### src/rtl/core/hbtc_pkg.sv
// ----------------------------------------------------------------------------
// hbtc_pkg
// Shared types and constants for the box against tile bitmap collision block.
// ----------------------------------------------------------------------------
package hbtc_pkg;

  localparam int EDGE_W    = 17;
  localparam int PIX_W     = 13;
  localparam int TILE_W    = 6;
  localparam int BYTE_W    = 8;
  localparam int ROW_BYTES = 8;
  localparam int MAP_ROWS  = 64;
  localparam int ROW_BITS  = BYTE_W * ROW_BYTES;

  localparam logic [TILE_W-1:0] TILE_MAX = TILE_W'(MAP_ROWS - 1);

  localparam logic OP_WRITE = 1'b0;
  localparam logic OP_QUERY = 1'b1;

  typedef struct packed {
    logic clear_step;
    logic wr_byte;
    logic load_query;
    logic tile_calc;
    logic mask_load;
    logic scan_read;
    logic out_load;
  } cmd_t;

  typedef struct packed {
    logic clear_last;
    logic off_map;
    logic last_row;
    logic out_free;
  } status_t;

endpackage

### src/rtl/core/hbtc_ctrl.sv
// ----------------------------------------------------------------------------
// hbtc_ctrl
// Controller state machine: clearing pass, request intake, row scan sequence
// and result hand-off.
// ----------------------------------------------------------------------------
module hbtc_ctrl (
  input  logic              clk,
  input  logic              rst,
  input  logic              in_valid,
  output logic              in_stall,
  input  logic              opcode,
  input  hbtc_pkg::status_t st,
  output hbtc_pkg::cmd_t    cmd
);

  typedef enum logic [6:0] {
    S_CLEAR = 7'b0000001,
    S_IDLE  = 7'b0000010,
    S_TILE  = 7'b0000100,
    S_MASK  = 7'b0001000,
    S_SCAN  = 7'b0010000,
    S_DRAIN = 7'b0100000,
    S_DONE  = 7'b1000000
  } state_t;

  state_t state;
  state_t state_next;

  always_ff @(posedge clk) begin
    if (rst) begin
      state <= S_CLEAR;
    end else begin
      state <= state_next;
    end
  end

  always_comb begin
    state_next = state;
    cmd        = '0;
    in_stall   = 1'b1;
    case (state)
      S_CLEAR: begin
        cmd.clear_step = 1'b1;
        if (st.clear_last) begin
          state_next = S_IDLE;
        end
      end
      S_IDLE: begin
        in_stall = 1'b0;
        if (in_valid) begin
          if (opcode == hbtc_pkg::OP_QUERY) begin
            cmd.load_query = 1'b1;
            state_next     = S_TILE;
          end else begin
            cmd.wr_byte = 1'b1;
          end
        end
      end
      S_TILE: begin
        cmd.tile_calc = 1'b1;
        state_next    = S_MASK;
      end
      S_MASK: begin
        if (st.off_map) begin
          state_next = S_DONE;
        end else begin
          cmd.mask_load = 1'b1;
          state_next    = S_SCAN;
        end
      end
      S_SCAN: begin
        cmd.scan_read = 1'b1;
        if (st.last_row) begin
          state_next = S_DRAIN;
        end
      end
      S_DRAIN: begin
        state_next = S_DONE;
      end
      S_DONE: begin
        if (st.out_free) begin
          cmd.out_load = 1'b1;
          state_next   = S_IDLE;
        end
      end
      default: begin
        state_next = S_CLEAR;
      end
    endcase
  end

endmodule

### config.mk
export PLATFORM = sky130hd
export DESIGN_NAME = hbtc_ctrl
export DESIGN_NICKNAME = d
export VERILOG_FILES = /design/src/rtl/core/hbtc_pkg.sv /design/src/rtl/core/hbtc_ctrl.sv
export SDC_FILE = /design/constraint.sdc
export NUM_CORES = 1
export LEC_CHECK = 0
export BUFFER_PORTS_ARGS = -buffer_cell sky130_fd_sc_hd__buf_2
export CAP_MARGIN = 25
export CORE_AREA = 2 2 39 41
export DETAILED_ROUTE_END_ITERATION = 7
export DIE_AREA = 0 0 41 43
export PLACE_DENSITY = 0.66
export SLEW_MARGIN = 10
export SYNTH_ARGS = -nofsm -noshare
export SYNTH_HDL_FRONTEND = slang
export SYNTH_SLANG_ARGS = --single-unit
### constraint.sdc
create_clock -name clk -period 4.4 [get_ports clk]
set_input_delay 0.66 -clock clk [delete_from_list [all_inputs] [get_ports clk]]
set_output_delay 0.66 -clock clk [all_outputs]
set_load 0.01 [all_outputs]
Word-level counts from Yosys, hierarchy flattened
Cells that the tools add are included.
Word-level totals
  input port bits: 8
  bits in registers: 7
  logic and storage cells: 33
  output and inout port bits: 8
  bits in read-only memories: 0
  memories kept: 0
  memory bits (writable): 0
  latch bits: 0
Cells by class
  divide/modulo/power cells: 0
  add/sub/neg operators: 0
  mux-type cells: 19
  bitwise operators: 0
  $mul: 0
  $lt $le $gt $ge: 0
  equality and inequality tests: 12
  reductions and logical operators: 1
  shift operators: 0
Operator list (count)
  one-hot mux 7 bit (7 select lines): 1
  two-way mux 7 bit: 6
  two-way mux 1 bit: 10
  != test 2 bit (second input constant): 5
  == test 7 x 1 -> 1 bit (second input constant): 1
  == test 7 x 2 -> 1 bit (second input constant): 1
  == test 7 x 3 -> 1 bit (second input constant): 1
  == test 7 x 4 -> 1 bit (second input constant): 1
  == test 7 x 5 -> 1 bit (second input constant): 1
  == test 7 x 6 -> 1 bit (second input constant): 1
  == test 7 bit (second input constant): 1
  AND reduction 5 bit: 1
  two-way mux 2 bit: 2

Logic depth before layout (Yosys ltp)
  word-level depth: 3
  gate-level depth with buffers: 5
  mapped depth without buffers: 4

Least setup slack after synthesis
OpenSTA, ideal clock, no wires.
  path kind: flip-flop to output port
  start point: register state[0]
  end point: output cmd[2] in the netlist's numbering
  setup slack: 2282 ps
  path buffers: 1
  stages on the path, launching flop included: 6
  required time: 3740 ps
  arrival: 1458 ps
  path through: dfxtp_1 > buf_6 > nor2_4 > or4b_4 > or3_4 > inv_1
RTL lines
  from (decl): RTL line hbtc_ctrl.sv:26  | state_t state;
  from (signal assigned): RTL line hbtc_ctrl.sv:33  | state <= state_next;
  to (decl): RTL line hbtc_ctrl.sv:13  | output hbtc_pkg::cmd_t cmd

==> results by group <==
STA
  • Post-route minimum period: 2.53 ns
  • WHS: 0.600 ns
  • Worst slew pin tran: 0.449 ns
  • Finish-stage setup viols: 0
  • Worst Clk Skew: 0.00198 ns
  • Pins Over Slew Limit: 0
  • Slew HR: 69.8%
  • Final Cycle Share: 57.5%
  • Setup tns final: 0 ns
  • RSZ-0062 raised after global routing: false
  • Final worst slack: 1.87 ns
  • Fin. Hold Viols: 0
  • Fmax: 0.395 GHz

Power and ir drop
  • Pleak: 0.264 nW
  • Sequential share of power: 35.0%
  • Sw Ratio: 39.5%
  • Power per cell area: 416 nW/um^2
  • Comb pwr share: 40.5%
  • Clock network power share: 24.5%
  • Switching power: 0.000103 W
  • Worst VDD drop: 0.153 mV
  • Int Pwr: 0.000157 W

Logic synthesis
  • Cell Area, Synth: 531 sq um
  • Number of synthesized flops with an enable pin: 0
  • Post-synth top area share: 26.4%
  • Synth area leader: dfxtp_1
  • Post-synthesis sequential area ratio: 26.4%
  • Syn_nets: 76
  • FFs w/ async S/R, synth: 0%
  • Top FF cell, synth: dfxtp_1
  • Synth Register Bits: 7
  • Yosys warns: 0
  • Post-Syn Instances: 68
  • Mean Syn Cell Area: 7.80 sq um
  • Ranking of synthesized cells by area: dfxtp_1 26%, nand2b_1 7.1%, nor2_1 5.7%, nor3_1 4.7%, nor3b_1 4.2%
  • Synth cell types: 32

Global routing
  • GR Overflow Total: 0
  • Largest net degree at the start of global routing: 11
  • First-pass GRT wire length: 1970 um
  • Initial antenna violation count: 0
  • GRT Overall Usage: 16.2%
  • Vias in the first global route: 486

Worst setup path
  • Req. time, crit path: 3.74 ns
  • Top delay family on crit path: simple AND/OR/NAND/NOR gates
  • CP Cell Sequence: nor2_4, or4b_4, or3_4, inv_1, buf_2
  • CP max stage cell: or4b_4
  • CP Capture Type: primary output
  • Worst Path Arrival: 1.87 ns
  • Setup CP Type: flip-flop to primary output
  • CP peak stage delay: 0.50 ns
  • CP Launch Type: flip-flop
  • Worst Path Buf+Inv: 2
  • Critical path peak fanout: 7

Drt
  • Starting DRT DRC Count: 11
  • Vias per cell: 5.38
  • Via count: 533
  • Final WL: 1180 um
  • Routed len/inst: 12.0 um
  • DRT Pass-1 Iters: 4
  • Post-route ant nets: 0
  • DRC: 0

Clocking
  • Skew-Pair Late Insertion Delay: 0.26 ns
  • CTS Hold Bufs: 0
  • CTS tree: yes
  • CTS root buf: clkbuf_4
  • Deepest clock path buffer count: 2
  • Post-cts resize count: 0
  • CTS clock-pin slew for the worst setup and hold paths: 0.06 ns
  • Total number of H-tree levels: 1
  • Clock Sinks: 7
  • Post-CTS setup buffer count: 0
  • Inserted Clock Buffers: 3

Place
  • GP Congestion: 0.841
  • Dpl ws: 2.16 ns
  • Post-DP HPWL: 914 um
  • Port Buffer Count: 15

Die
  • DIE HEIGHT: 43 um
  • IO Count: 16
  • Die width: 41 um
  • Core Rows: 14
  • Initial core utilization: 38.3%
  • Core box area: 1380 sq um
  • Die area: 1760 sq um

Finish
  • Diode count: 0
  • Final #Nets: 92
  • Top Registers: state (7)
  • Max reg flops: 7
  • Largest Register: state
  • Synth-to-layout area growth: 17.9%
  • Share of cells above drive strength 1: 28.9%

Worst hold path
  • Min-Delay Path Class: input port to flip-flop

Status
  • Status: finished, final reports clean

Run
  • Max-cap violations: 0
## final timing paths
path / slack (ns) / end / depth (start not counted) / from
worst max-delay path: 1.87 / cmd[2] / 5 / state[0]
worst min-delay path: 0.60 / state[4] / 2 / rst
worst max register to register: 2.78 / state[0] / 4 / state[0]
worst min register to register: 0.63 / state[4] / 2 / state[4]
## Yosys cell counts (2+ instances only)
cell      n
nor3_1    5
nor3b_1   3
xnor2_1   2
nor2_1    8
dfxtp_1   7
inv_1     4
nand2b_1  6
nand3_1   3
buf_2     3
nand2_1   3
a21oi_1   3
## logic make-up after synthesis
group,Yosys count,share of synthesized area (%)
compound gates,12,16.5
mux,1,1.89
buf+inv,8,7.78
simple gates,37,42.5
flops,7,26.4
xor+xnor,3,4.95
## final cells by class
cell class	count	area [sq um]
Sequential cell	7	140
Fill cell	148	758
Multi-Input combinational cell	53	349
Inverter	4	15.0
Timing Repair Buffer	15	75.1
Tap cell	16	20.0
Clock buffer	4	26.3
## per-stage QoR
stage / std cells / total power, W / utilization (%) / cell area, sq um
floorplan: 68 / 0.000179 / - / 531
global placement: 95 / 0.000195 / 43.3 / 599
detailed placement: 95 / 0.000197 / 43.3 / 599
CTS: 99 / 0.000261 / 45.2 / 626
global route: 99 / 0.000278 / 45.2 / 626
finish: 99 / 0.000260 / 45.2 / 626
## power groups by stage
stage / combinational [W] / sequential (W) / clock (W)
floorplan: 0.000103 / 0.0000759 / 0
global placement: 0.000103 / 0.0000915 / 0
detailed placement: 0.000104 / 0.0000925 / 0
CTS: 0.000106 / 0.0000912 / 0.0000636
global route: 0.000118 / 0.0000939 / 0.0000658
finish: 0.000105 / 0.0000912 / 0.0000637
## cell usage in the layout (no fill, tap or decap), types with 2 or more instances in the layout
cell	n
nor3_1	5
dfxtp_1	7
nand2b_1	6
buf_2	15
nor2_1	8
nor3b_1	3
inv_1	4
a21oi_1	3
nand2_1	3
clkbuf_4	3
xnor2_1	2
nand3_1	3
## layer usage
metal  share of wire, %  track usage [%]  vias up  wire length [um]
met5                  0                0        -                 0
met4                3.0             10.7        0                36
met3                6.3             2.09        4                74
met2                 48             24.4       20               574
met1                 42             20.4      238               498
li1                   -                -      271                 -
(Power assumes the default switching activity.)
