$ cat src/rtl/core/hbtc_pkg.sv
// ----------------------------------------------------------------------------
// hbtc_pkg
// Shared types and constants for the box against tile bitmap collision block.
// ----------------------------------------------------------------------------
package hbtc_pkg;

  localparam int EDGE_W    = 17;
  localparam int PIX_W     = 13;
  localparam int TILE_W    = 6;
  localparam int BYTE_W    = 8;
  localparam int ROW_BYTES = 8;
  localparam int MAP_ROWS  = 64;
  localparam int ROW_BITS  = BYTE_W * ROW_BYTES;

  localparam logic [TILE_W-1:0] TILE_MAX = TILE_W'(MAP_ROWS - 1);

  localparam logic OP_WRITE = 1'b0;
  localparam logic OP_QUERY = 1'b1;

  typedef struct packed {
    logic clear_step;
    logic wr_byte;
    logic load_query;
    logic tile_calc;
    logic mask_load;
    logic scan_read;
    logic out_load;
  } cmd_t;

  typedef struct packed {
    logic clear_last;
    logic off_map;
    logic last_row;
    logic out_free;
  } status_t;

endpackage

$ cat src/rtl/core/hbtc_ram.sv
// ----------------------------------------------------------------------------
// hbtc_ram
// Generic single write port, single read port RAM with registered read data.
// ----------------------------------------------------------------------------
module hbtc_ram #(
  parameter int WIDTH = 8,
  parameter int DEPTH = 64
) (
  input  logic                     clk,
  input  logic                     we,
  input  logic [$clog2(DEPTH)-1:0] waddr,
  input  logic [WIDTH-1:0]         wdata,
  input  logic [$clog2(DEPTH)-1:0] raddr,
  output logic [WIDTH-1:0]         rdata
);

  logic [WIDTH-1:0] mem [DEPTH];

  always_ff @(posedge clk) begin
    if (we) begin
      mem[waddr] <= wdata;
    end
    rdata <= mem[raddr];
  end

endmodule

$ cat src/rtl/core/hbtc_dp.sv
// ----------------------------------------------------------------------------
// hbtc_dp
// Datapath: bitmap storage in eight byte-column RAMs, edge and tile
// arithmetic, column mask, row counter, hit accumulator and result register.
// ----------------------------------------------------------------------------
module hbtc_dp #(
  parameter int MAP_PIXEL_WIDTH  = 512,
  parameter int MAP_PIXEL_HEIGHT = 512
) (
  input  logic                   clk,
  input  logic                   rst,
  input  hbtc_pkg::cmd_t         cmd,
  output hbtc_pkg::status_t      st,
  input  logic signed [15:0]     center_x,
  input  logic signed [15:0]     center_y,
  input  logic [7:0]             box_width,
  input  logic [7:0]             box_height,
  input  logic [5:0]             map_row,
  input  logic [2:0]             map_byte_col,
  input  logic [7:0]             map_byte,
  output logic                   out_valid,
  input  logic                   out_stall,
  output logic                   hit
);

  localparam int EW = hbtc_pkg::EDGE_W;
  localparam int TW = hbtc_pkg::TILE_W;
  localparam int RB = hbtc_pkg::ROW_BYTES;
  localparam int BW = hbtc_pkg::BYTE_W;
  localparam int NB = hbtc_pkg::ROW_BITS;
  localparam logic signed [EW-1:0] XLIM = EW'(MAP_PIXEL_WIDTH);
  localparam logic signed [EW-1:0] YLIM = EW'(MAP_PIXEL_HEIGHT);

  function automatic logic [TW-1:0] clamp_tile(input logic signed [EW-1:0] v,
                                                input logic signed [EW-1:0] lim);
    logic signed [EW-1:0] p;
    logic [hbtc_pkg::PIX_W-4:0] t;
    if (v < 0) begin
      p = '0;
    end else if (v >= lim) begin
      p = lim - EW'(1);
    end else begin
      p = v;
    end
    t = p[hbtc_pkg::PIX_W-1:3];
    return (t > (hbtc_pkg::PIX_W-3)'(hbtc_pkg::TILE_MAX)) ? hbtc_pkg::TILE_MAX
                                                           : t[TW-1:0];
  endfunction

  logic signed [EW-1:0] left, right, top, bottom;
  logic signed [EW-1:0] cx_ext, cy_ext, hw, hh;
  logic [TW-1:0]        tl, tr, tt, tb;
  logic                 off_map;
  logic [NB-1:0]        mask;
  logic [TW-1:0]        row;
  logic [TW-1:0]        clr_addr;
  logic                 data_valid;
  logic                 hit_acc;
  logic [NB-1:0]        row_bits;

  logic                 ram_we [RB];
  logic [TW-1:0]        ram_waddr;
  logic [BW-1:0]        ram_wdata;

  assign cx_ext = EW'(center_x);
  assign cy_ext = EW'(center_y);
  assign hw     = $signed(EW'(box_width[7:1]));
  assign hh     = $signed(EW'(box_height[7:1]));

  always_ff @(posedge clk) begin
    if (cmd.load_query) begin
      left   <= cx_ext - hw;
      right  <= cx_ext + hw;
      top    <= cy_ext - hh;
      bottom <= cy_ext + hh;
    end
    if (cmd.tile_calc) begin
      off_map <= (left >= XLIM) || (right < 0) || (top >= YLIM) || (bottom < 0);
      tl      <= clamp_tile(left, XLIM);
      tr      <= clamp_tile(right, XLIM);
      tt      <= clamp_tile(top, YLIM);
      tb      <= clamp_tile(bottom, YLIM);
    end
    if (cmd.mask_load) begin
      mask <= ({NB{1'b1}} << tl) & ({NB{1'b1}} >> (hbtc_pkg::TILE_MAX - tr));
    end
  end

  always_ff @(posedge clk) begin
    if (rst) begin
      clr_addr   <= '0;
      row        <= '0;
      data_valid <= 1'b0;
      hit_acc    <= 1'b0;
      out_valid  <= 1'b0;
    end else begin
      if (cmd.clear_step) begin
        clr_addr <= clr_addr + TW'(1);
      end
      if (cmd.mask_load) begin
        row <= tt;
      end else if (cmd.scan_read) begin
        row <= row + TW'(1);
      end
      data_valid <= cmd.scan_read;
      if (cmd.load_query) begin
        hit_acc <= 1'b0;
      end else if (data_valid) begin
        hit_acc <= hit_acc | (|(row_bits & mask));
      end
      if (cmd.out_load) begin
        out_valid <= 1'b1;
      end else if (!out_stall) begin
        out_valid <= 1'b0;
      end
    end
  end

  always_ff @(posedge clk) begin
    if (cmd.out_load) begin
      hit <= hit_acc;
    end
  end

  always_comb begin
    ram_waddr = cmd.clear_step ? clr_addr : map_row;
    ram_wdata = cmd.clear_step ? '0 : map_byte;
    for (int b = 0; b < RB; b++) begin
      ram_we[b] = cmd.clear_step || (cmd.wr_byte && (map_byte_col == 3'(b)));
    end
  end

  for (genvar g = 0; g < RB; g++) begin : g_col
    hbtc_ram #(
      .WIDTH(BW),
      .DEPTH(hbtc_pkg::MAP_ROWS)
    ) u_ram (
      .clk  (clk),
      .we   (ram_we[g]),
      .waddr(ram_waddr),
      .wdata(ram_wdata),
      .raddr(row),
      .rdata(row_bits[g*BW +: BW])
    );
  end

  assign st.clear_last = (clr_addr == hbtc_pkg::TILE_MAX);
  assign st.off_map    = off_map;
  assign st.last_row   = (row == tb);
  assign st.out_free   = !out_valid || !out_stall;

endmodule
$ cat config.mk
export PLATFORM = sky130hd
export DESIGN_NAME = hbtc_dp
export DESIGN_NICKNAME = d
export VERILOG_FILES = /design/src/rtl/core/hbtc_pkg.sv /design/src/rtl/core/hbtc_ram.sv /design/src/rtl/core/hbtc_dp.sv
export SDC_FILE = /design/constraint.sdc
export NUM_CORES = 2
export LEC_CHECK = 0
export ABC_CLOCK_PERIOD_IN_PS = 23400
export BUFFER_PORTS_ARGS = -buffer_cell sky130_fd_sc_hd__clkbuf_2
export CAP_MARGIN = 10
export CORE_MARGIN = 2
export CORE_UTILIZATION = 56
export CTS_BUF_LIST = sky130_fd_sc_hd__clkbuf_4 sky130_fd_sc_hd__clkbuf_8
export DETAILED_ROUTE_END_ITERATION = 8
export PLACE_DENSITY_LB_ADDON = 0.08
export SLEW_MARGIN = 20
export SYNTH_ARGS = -nofsm -noshare
export SYNTH_HDL_FRONTEND = slang
export SYNTH_SLANG_ARGS = --single-unit
$ cat constraint.sdc
create_clock -name clk -period 23.4 [get_ports clk]
set_clock_uncertainty 0.05 [all_clocks]
set_input_delay 4.68 -clock clk [delete_from_list [all_inputs] [get_ports clk]]
set_output_delay 4.68 -clock clk [all_outputs]
set_load 0.03 [all_outputs]
; ---- Word level (Yosys, flattened, before mapping)
; Memories as Yosys holds them, arrays and structs flattened. A register that Yosys moved wholly into a read port is not among the register bits.
; Cells that the tools add are included.
[classes]
add_sub_neg = 7
order_cmp = 12
eq_ne = 10
n_shift = 2
mux = 34
bitwise_logic = 3
n_reduce_logical = 26
[op_table]
columns = operator, n
row1 = $mux 13, 12
row2 = $and 64x64->64, 2
row3 = $ge 17x11->1 const B, 4
row4 = $lt 17x1->1 const B, 4
row5 = $reduce_or 64->1, 1
row6 = $shl 64x6->64 const A, 1
row7 = $shr 64x6->64 const A, 1
row8 = $gt 10x6->1 const B, 4
row9 = $add 16x8->17, 2
row10 = $sub 16x8->17, 2
row11 = $mux 1, 18
row12 = $mux 6, 3
row13 = $add 6x1->6 const B, 2
row14 = $eq 3x3->1 const B, 4
row15 = $logic_or 1x1->1, 12
row16 = $logic_and 1x1->1, 8
row17 = $mux 8, 1
row18 = $eq 3x2->1 const B, 2
row19 = $eq 6x6->1, 1
row20 = $eq 6x6->1 const B, 1
row21 = $sub 6x6->6 const A, 1
row22 = $eq 3x1->1 const B, 1
row23 = $logic_not 3->1, 1
row24 = $logic_not 1->1, 2
row25 = other kinds (4), 4
[word_totals]
reg_bits = 173
ram_bits = 4096
inputBits = 75
output_inout_bits = 6
wordCells = 118
n_memories = 8
[mem_list]
columns = memory, words, word_bits, rd, rd_ports_with_merged_regs, write_ports, line
row1 = g_col[0].u_ram.mem, 64, 8, 1, 1, 1, hbtc_ram.sv:17  ; logic [WIDTH-1:0] mem [DEPTH];
row2 = g_col[1].u_ram.mem, 64, 8, 1, 1, 1, hbtc_ram.sv:17
row3 = g_col[2].u_ram.mem, 64, 8, 1, 1, 1, hbtc_ram.sv:17
row4 = g_col[3].u_ram.mem, 64, 8, 1, 1, 1, hbtc_ram.sv:17
row5 = g_col[4].u_ram.mem, 64, 8, 1, 1, 1, hbtc_ram.sv:17
row6 = g_col[5].u_ram.mem, 64, 8, 1, 1, 1, hbtc_ram.sv:17
row7 = 2 more memories, --, --, --, --, --, --

; ---- Logic depth before layout (Yosys ltp)
[logic_depth]
depth_word = 5
mapped_depth = 12
depth_no_buf = 9

; ---- Cells and area by module
; Synthesis repeated with hierarchy kept, for this count alone.
[hier_totals]
hier_cells = 8330
area_unflattened_um2 = 170195.7
[by_module_without_submodules]
columns = mod, n_inst, cells_each, area_each_um2
row1 = hbtc_ram, 8, 940, 20166.8
row2 = hbtc_dp, 1, 810, 8861.0

; ---- Least setup slack after synthesis
; OpenSTA, ideal clock, no wires.
[synth_path]
kind = input to register
startpoint = in cmd[6] (netlist bit)
endpoint = mem g_col[0].u_ram.mem[0][0], data pin
arrival_ps = 17868
required_time_ps = 20661
slack_ps = 2793
cell_stages = 5
path_cell_list = clkbuf_1 -> clkbuf_1 -> clkbuf_1 -> clkbuf_1 -> nor2b_1
[synth_between]
elab_chain_len = 1
[synth_lines]
columns = item, line
row1 = start: declaration, hbtc_dp.sv:12  ; input hbtc_pkg::cmd_t cmd,
row2 = $mux 8, hbtc_dp.sv:127  ; ram_wdata = cmd.clear_step ? '0 : map_byte;
row3 = net g_col[0].u_ram.wdata[0], hbtc_ram.sv:12  ; input logic [WIDTH-1:0] wdata,
row4 = end: declaration, hbtc_ram.sv:17
; The timed path passes the listed nets, and every way through them passes these cells.

==> metrics.yaml <==
detailed_routing:
  routed-via-count: 85553
  drc: 0
  vias_per_cell: 6.45
  totalWireLength_um: 457000
  drtPass1Iterations: 6
  ant_nets: 0
  wl_per_cell_um: 34.5
  drtIter0Drc: 11163
yosys:
  avgSynthCellArea_um2: 20.4
  synth_cell_types: 71
  netlist_instances: 8241
  synth-seq-area-share: 0.766
  synth-async-reset-ratio: 0
  synth_top_area_frac: 0.757
  synth_seq_cells: 4321
  yosys-top-cells-area: "edfxtp_1, mux4_2, mux2i_1"
  yosys_warnings: 0
  synth_top_area_cell: "edfxtp_1"
  netlist_area_um2: 168000
  synth_ff_type: "edfxtp_1"
  synth_fp_nets: 8350
  synth_edf_count: 4242
global_routing:
  grt_max_degree: 197
  grt_pass1_wl_um: 643000
  antenna_found_initial: 32
  grt-ovfl-total: 0
  grt_pass1_vias: 85969
  track_usage: 0.299
finish:
  layout_common_cells: "edfxtp_1, mux4_2, clkbuf_8, nor2_1, mux2i_1"
  final_nets: 8867
  utilization: 0.623
  drive_above_1_share: 0.260
  fin_cells: 13256
  final_common_cell: "edfxtp_1"
  areaGrowthSynthToFinish_pct: 10.9
setup_path:
  cp-end-kind: "primary output"
  crit_type: "primary input to primary output"
  cp_max_fo: 2
  startpoint_type: "primary input"
  reg2reg_depth: 9
  cp.required_ps: 18670
  worstPathArrival_ps: 5020
run_status:
  outcome: "completed"
min_path:
  worstHoldPathCells: 2
  hold_class: "flip-flop to flip-flop"
sta:
  tightest_slew_ps: 1270
  setup-tns-final_ps: 0
  timing.hold.ws_ps: 435
  final-hold-violation-count: 0
  slew_headroom: 0.150
  clock.fmax_mhz: 103
  fin_crit_sh: 0.417
  report.final.setup_viol: 0
  slew_violations: 0
  rsz0062_at_grt: "false"
  fin_crit_ps: 9750
power:
  power_leakage_nw: 59.5
  p_per_area_nw_per_um2: 85.7
  peakVddDrop_v: 0.0000586
clocking:
  cts_tree: "done"
  cts_setup_buffers: 0
  holdBufCountCts: 0
  cts.path.max_buffers: 4
  cts.clk_slew.worst_paths_ps: 60
  clock_sinks: 4321
  cts_buffers: 684
  cts_root_buf: "clkbuf_8"
  clk_latency_ps: 1210
  htreeDepth: 6
  cts_resized: 0
placement:
  gp_congestion: 0.906
  place_hpwl_um: 279000
  dp.cells: 12025
  io_buffers: 78
floorplanning:
  dieArea_um2: 305000
  num_io_pins: 81
  die_width_um: 552
  start_util: 0.562
  rows: 201
  core_region_area_um2: 300000
  die_y_um: 552
flow_run:
  max-cap-violations: 0
-- layout make-up --
| class | instances | area, um^2 |
|---|---|---|
| Multi-Input combinational cell | 3391 | 37000 |
| Sequential cell | 4321 | 129000 |
| Tap cell | 3958 | 4950 |
| Fill cell | 20902 | 113000 |
| Timing Repair Buffer | 310 | 2430 |
| Inverter | 50 | 208 |
| Clock inverter | 262 | 1640 |
| Clock buffer | 948 | 11500 |
| Antenna cell | 16 | 40.0 |
-- power breakdown --
group	switching [mW]	total, mW	internal [mW]
logic	0.753	1.14	0.388
clock network	2.93	6.22	3.28
registers	0.0509	8.64	8.59
total	3.74	16.0	12.3
-- sequential cells by signal (all words and copies together) (netlist names), 14 cells and up --
signal	flops
g_col.u_ram.rdata	64
bottom	14
right	14
top	14
mask	64
left	14
g_col.u_ram.mem	4096
-- critical path: stages --
cell      delay [ps]
clkbuf_2          90
nand2_1           60
clkbuf_2         190
-- logic make-up after synthesis --
kind of cell	share of synthesized area
muxes	0.153
buffers and inverters	0.0157
DFF	0.766
and+or+nand+nor	0.0273
xor gates and xnor gates	0.00328
adders and majority gates	0.00271
AOI/OAI and AO/OA	0.0316
-- cells in the mapped netlist, drive strengths merged, types with 68 or more instances --
library cell / n
edfxtp: 4242
mux4: 963
nor2: 664
mux2i: 387
clkbuf: 266
nand2: 257
buf: 213
a21oi: 196
o21ai: 189
a221oi: 80
dfxtp: 79
o221ai: 68
-- layer usage --
metal  vias up  wire, um  track usage
met3       762     43600       0.0720
met4         8     18200        0.112
li1      35106         -            -
met5         -        58            0
met2      4259    218000        0.467
met1     45418    178000        0.416
-- stage by stage --
step | setup WS [ps] | instance area, um^2 | power (mW)
6_report | 13650 | 187000 | 16.0
2_1_floorplan | 2790 | 168000 | 9.53
3_3_place_gp | 13510 | 173000 | 9.92
4_1_cts | 13650 | 187000 | 16.1
3_5_place_dp | 13130 | 173000 | 9.94
5_1_grt | 13630 | 187000 | 16.5
-- worst paths after layout --
kind / from / end / slack [ps]
hold reg to reg: tt[1]$_SDFFCE_PN1P_ / row[1]$_SDFFE_PP0P_ / 440
setup / recovery: out_stall / st[0] / 13650
hold / removal: tt[1]$_SDFFCE_PN1P_ / row[1]$_SDFFE_PP0P_ / 440
setup reg to reg: row[0]$_SDFFE_PP0P_ / g_col[3].u_ram.rdata[7]$_DFF_P_ / 17580
Power figures use the tool's default switching activity.
